**src/hw/rtl/v3n_pkg.sv**
```systemverilog
`timescale 1ns / 1ps

// Shared types and constants for the three-component vector normalizer.
package v3n_pkg;

  // Component format: signed, CW bits, FB of them fractional.
  localparam int CW = 16;
  localparam int FB = 14;

  // Square of one magnitude, and the sum of three squares.
  localparam int SQW = 2 * CW - 1;
  localparam int SW  = 2 * CW;

  // Working width of the remainder recurrence (signed, never overflows).
  localparam int RW = 2 * CW + 2 * FB + 4;

  // Rounded quotient magnitude: 0 .. 2^FB.
  localparam int QW = FB + 1;

  // One result bit per step stage.
  localparam int NSTEP = FB + 1;

  // Width used to saturate the quotient into a component.
  localparam int EW = ((QW > CW) ? QW : CW) + 1;

  // Configuration port.
  localparam int DW = 32;
  localparam int AW = 3;
  localparam logic [AW-3:0] REG_ZERO_THR = '0;
  localparam logic [DW-1:0] THR_RESET = 32'd2684;

  // Width for the threshold compare.
  localparam int CMPW = (SW > DW) ? SW : DW;

  // Cycles from an accepted request to its result strobe.
  localparam int LATENCY = NSTEP + 5;

  // Unit length 1.0 in the component format, one bit wider than a component.
  localparam logic signed [CW:0] ONE_Q = (CW + 1)'(1) << FB;

  typedef struct packed {
    logic signed [CW-1:0] x_in;
    logic signed [CW-1:0] y_in;
    logic signed [CW-1:0] z_in;
  } in_vec_t;

  typedef struct packed {
    logic signed [CW-1:0] x_out;
    logic signed [CW-1:0] y_out;
    logic signed [CW-1:0] z_out;
    logic                 near_zero;
  } out_vec_t;

  // Per-component state of the bit-by-bit quotient search.
  typedef struct packed {
    logic signed [RW-1:0] rem;
    logic signed [RW-1:0] qs;
    logic [QW-1:0]        q;
  } lane_t;

  // Data that rides along unchanged through the search.
  typedef struct packed {
    in_vec_t    raw;
    logic [2:0] neg;
    logic       near_zero;
  } side_t;

  typedef struct packed {
    logic                 valid;
    logic signed [RW-1:0] ss;
    lane_t [2:0]          lane;
    side_t                side;
  } step_t;

endpackage

```
**src/hw/rtl/v3n_step.sv**
```systemverilog
`timescale 1ns / 1ps

// One stage of the rounded quotient search: decides one bit of q for all
// three components. With d = 2q - 1 the stage keeps rem = m^2 * 2^(2FB+2)
// - d^2 * S, qs = d * S scaled to the current bit, and ss = S scaled to the
// current bit, so the trial costs only adds and fixed shifts.
module v3n_step
  import v3n_pkg::*;
(
  input  logic  clk,
  input  logic  rst_n,
  input  step_t step_i,
  output step_t step_o
);

  step_t                step_nxt;
  step_t                step_r;
  logic signed [RW-1:0] cand   [3];
  logic signed [RW-1:0] qs_acc [3];
  logic                 take   [3];

  // Trial subtraction per component; keep the bit when the remainder stays
  // non-negative.
  always_comb begin
    step_nxt    = step_i;
    step_nxt.ss = step_i.ss >>> 2;
    for (int i = 0; i < 3; i++) begin
      cand[i]   = step_i.lane[i].rem - step_i.lane[i].qs - step_i.ss;
      take[i]   = !cand[i][RW-1];
      qs_acc[i] = take[i] ? (step_i.lane[i].qs + (step_i.ss <<< 1)) : step_i.lane[i].qs;
      step_nxt.lane[i].rem = take[i] ? cand[i] : step_i.lane[i].rem;
      step_nxt.lane[i].qs  = qs_acc[i] >>> 1;
      step_nxt.lane[i].q   = {step_i.lane[i].q[QW-2:0], take[i]};
    end
  end

  // Stage register; only the valid bit is reset.
  always_ff @(posedge clk) begin
    step_r.ss   <= step_nxt.ss;
    step_r.lane <= step_nxt.lane;
    step_r.side <= step_nxt.side;
    if (!rst_n) begin
      step_r.valid <= 1'b0;
    end else begin
      step_r.valid <= step_nxt.valid;
    end
  end

  assign step_o = step_r;

  // A component that has kept any bit has a non-negative remainder.
  a_rem_nonneg: assert property (@(posedge clk) disable iff (!rst_n)
    step_o.valid |->
      ((step_o.lane[0].q == '0) || !step_o.lane[0].rem[RW-1]) &&
      ((step_o.lane[1].q == '0) || !step_o.lane[1].rem[RW-1]) &&
      ((step_o.lane[2].q == '0) || !step_o.lane[2].rem[RW-1]))
    else $error("v3n_step: remainder negative after a kept bit");

  // Valid moves one stage per cycle.
  a_valid_moves: assert property (@(posedge clk) disable iff (!rst_n)
    $past(rst_n) |-> (step_o.valid == $past(step_i.valid)))
    else $error("v3n_step: valid bit lost or invented");

  // A vector that is normalized has a nonzero squared length in flight.
  a_ss_nonzero: assert property (@(posedge clk) disable iff (!rst_n)
    (step_o.valid && !step_o.side.near_zero) |-> (step_o.ss != '0))
    else $error("v3n_step: zero length reached the quotient search");

endmodule

```
**config.mk**
```make
export PLATFORM = sky130hd
export DESIGN_NAME = v3n_step
export DESIGN_NICKNAME = d
export VERILOG_FILES = /design/src/hw/rtl/v3n_pkg.sv /design/src/hw/rtl/v3n_step.sv
export SDC_FILE = /design/constraint.sdc
export NUM_CORES = 2
export LEC_CHECK = 0
export BUFFER_PORTS_ARGS = -buffer_cell sky130_fd_sc_hd__buf_2
export CAP_MARGIN = 20
export CORE_AREA = 2 2 422 424
export DETAILED_ROUTE_END_ITERATION = 12
export DIE_AREA = 0 0 424 426
export PLACE_DENSITY = 0.42
export RECOVER_POWER = 100
export SETUP_SLACK_MARGIN = 0.2
export SLEW_MARGIN = 20
export SYNTH_ARGS = -nofsm -noshare
export SYNTH_HDL_FRONTEND = slang
export SYNTH_SLANG_ARGS = --single-unit
```
**constraint.sdc**
```tcl
create_clock -name clk -period 12.3 [get_ports clk]
set_input_delay 1.845 -clock clk [delete_from_list [all_inputs] [get_ports clk]]
set_output_delay 1.845 -clock clk [all_outputs]
set_load 0.01 [all_outputs]
```
==> out/metrics.yaml <==
worst_setup_path:
  critPathCaptureType: "flip-flop"
  worstPathMaxFanout: 26
  start_kind: "input port"
  worstSetupPathType: "input port to flip-flop"
  worst_ep_required_time_ps: 12830
  crit_arrival_ps: 10300
die:
  die_h_um: 426
  die-area_mm2: 0.1806
  start_util_pct: 23.05
  io_pins: 1094
  coreArea_mm2: 0.1757
  die_w_um: 424
  rows: 154
clock_network:
  numCtsBuffers: 74
  clk_pin_slew_worst_paths_ps: 70
  cts_tree: "built"
  cts.sinks: 541
  clockBufferDepth: 3
  ctsResizeCount: 0
  post_cts_buffers: 0
  cts_hold_buf: 0
  htreeDepth: 3
  root_buffer: "clkbuf_16"
logic_synthesis:
  ys_types: 82
  syn_nets: 5854
  async_reset_ff_share_pct: 0
  yosys_warnings: 0
  ys_seq_elements: 541
  synth_flop_cell: "dfxtp_1"
  syn_avg_cell_area_um2: 8.558
  yosysSeqAreaShare_pct: 26.74
  netlist_area_mm2: 0.04051
  postSynthCellCount: 4733
  synth_edf_count: 0
final_layout:
  final_common_cell: "clkbuf_1"
  largest_reg_flops: 541
  layoutNonFillerInstCount: 8165
  final_layout_size_suffix_gt1_share_pct: 12.76
  fillers: 19520
  final_cell_mix: "clkbuf_1 (629), dfxtp_1 (541), nand2_1 (508), buf_2 (475), a21oi_1 (421)"
  syn_to_final_growth_pct: 23.77
  fin_util_pct: 28.53
  nets: 6872
drt:
  routedWlPerCell_um: 26.68
  drt_iter0_markers: 2480
  drc_errors: 0
  post_drt_via_cell_ratio: 4.841
  routed_wl_um: 217900
  antenna_left: 0
  via_count: 39530
  drt-pass1-iter-count: 6
sta:
  fmax_ghz: 0.1023
  setup_violations: 0
  finalCritPeriodShare_pct: 79.46
  hold_viol_final: 0
  setup_tns_ps: 0
  slew_viol_final: 161
  worst_pin_slew_ps: 2330
  fin_crit_ps: 9774
  rsz0062_at_grt: "no"
  slew_headroom_pct: -56.18
global_route:
  grt_pass1_wl_um: 297900
  grt_start_max_net_pins: 101
  grt_pass1_vias: 39900
  grt-ovfl-total: 0
  grt_antenna_before_repair: 44
  gr-usage-all-layers_pct: 23.20
min_path:
  holdPathEnd: "step_o[203]$_DFF_P_"
  holdPathStages: 1
  hp-class: "input port to flip-flop"
  hold_start: "step_i[202]"
pwr:
  vdd_drop_max_mv: 0.1056
  p_comb_share_pct: 48.0
  p_sw_w: 0.004292
  power.leakage_nw: 22.41
  seqPwrFrac_pct: 28.3
  clock_power_share_pct: 23.7
  p_sw_share_pct: 44.67
  power_density_mw_per_mm2: 191.6
  p_int_w: 0.005315
  post-layout-total-power_w: 0.009607
run_status:
  outcome: "finished with violations"
  violations: "max-capacitance violations, max-slew violations"
placed_design:
  io_buffers: 1090
  gp_congestion: 0.9363
  dp.cells: 8015
  hpwlAfterDp_um: 188400
job:
  maxCapViolations: 5
-- area by class of cell --
| cell class | instances | area, µm² | share of cell area [%] |
|---|---|---|---|
| diodes | 18 | 45.04 | 0.08985 |
| clock buffers | 94 | 2038 | 4.066 |
| clock inverters | 38 | 455.4 | 0.9085 |
| inverters | 340 | 1277 | 2.548 |
| multi-input cells | 3673 | 27630 | 55.11 |
| flip-flops and latches | 541 | 10830 | 21.60 |
| well taps | 2340 | 2928 | 5.840 |
| repair buffers | 1121 | 4928 | 9.831 |
-- power by group through the flow --
stage	Combinational (W)	Sequential, W	Clock (W)
2_1_floorplan	0.00243	0.00295	0
3_3_place_gp	0.00484	0.00274	0
3_5_place_dp	0.00483	0.00273	0
4_1_cts	0.00486	0.00271	0.00236
5_1_grt	0.00499	0.00276	0.00242
6_report	0.00461	0.00272	0.00227
-- metrics by stage --
| stage | area, µm² | hold slack, ps | setup WS [ps] |
|---|---|---|---|
| CTS | 50900 | 1151 | 4226 |
| finish | 50130 | 1230 | 2526 |
| global placement | 48400 | 1947 | 3425 |
| detailed placement | 48400 | 1949 | 3438 |
| floorplan | 40510 | 1873 | 6332 |
| global route | 50110 | 1192 | 2233 |
-- how the worst max path moves through the flow --
stage | endpoint | start | cells past startpoint | slack [ps]
3_5_place_dp | step_o[278]$_DFF_P_ | step_i[486] | 17 | 3440
3_3_place_gp | step_o[278]$_DFF_P_ | step_i[486] | 17 | 3430
2_1_floorplan | step_o[330]$_DFF_P_ | step_i[210] | 17 | 6330
6_report | step_o[387]$_DFF_P_ | step_i[486] | 16 | 2530
5_1_grt | step_o[388]$_DFF_P_ | step_i[486] | 16 | 2230
4_1_cts | step_o[278]$_DFF_P_ | step_i[486] | 17 | 4230
-- critical path, cell delays in order --
cell,delay (ps)
clkbuf_1,450
inv_1,320
fa_1,510
ha_1,400
nand4_1,110
a21oi_1,170
nor3_1,80
clkbuf_1,250
o21bai_1,610
a311o_1,540
a41o_1,380
a21o_1,330
a21oi_1,170
xnor2_1,710
clkinvlp_2,2080
o21ai_0,1250
-- cell usage after synthesis, drive strengths merged, types with 82 or more instances --
cell    count  area, µm²
dfxtp     541      10830
nand2     508       1907
o21ai     425       2131
a21oi     422       2120
ha        381       4767
inv       339       1272
a21o      236       1772
xnor2     210       1847
fa        192       3844
nor2      190      715.7
xor2      150       1321
clkbuf    121      454.2
nand4      91      569.3
mux2       82      923.4
-- routing by layer --
metal	routed length, µm	track usage, %
met5	37	0
met4	8554	8.968
met3	10910	3.622
met2	113200	43.35
met1	85200	26.15
-- cells by family after synthesis --
family / Yosys count / synth area share [%]
xor gates and xnor gates: 360 / 7.821
and+or+nand+nor: 1111 / 12.64
buffers and inverters: 519 / 5.090
DFF: 541 / 26.74
muxes: 143 / 3.787
AOI/OAI and AO/OA: 1486 / 22.66
adders and majority gates: 573 / 21.26
Power figures use the tool's default switching activity.
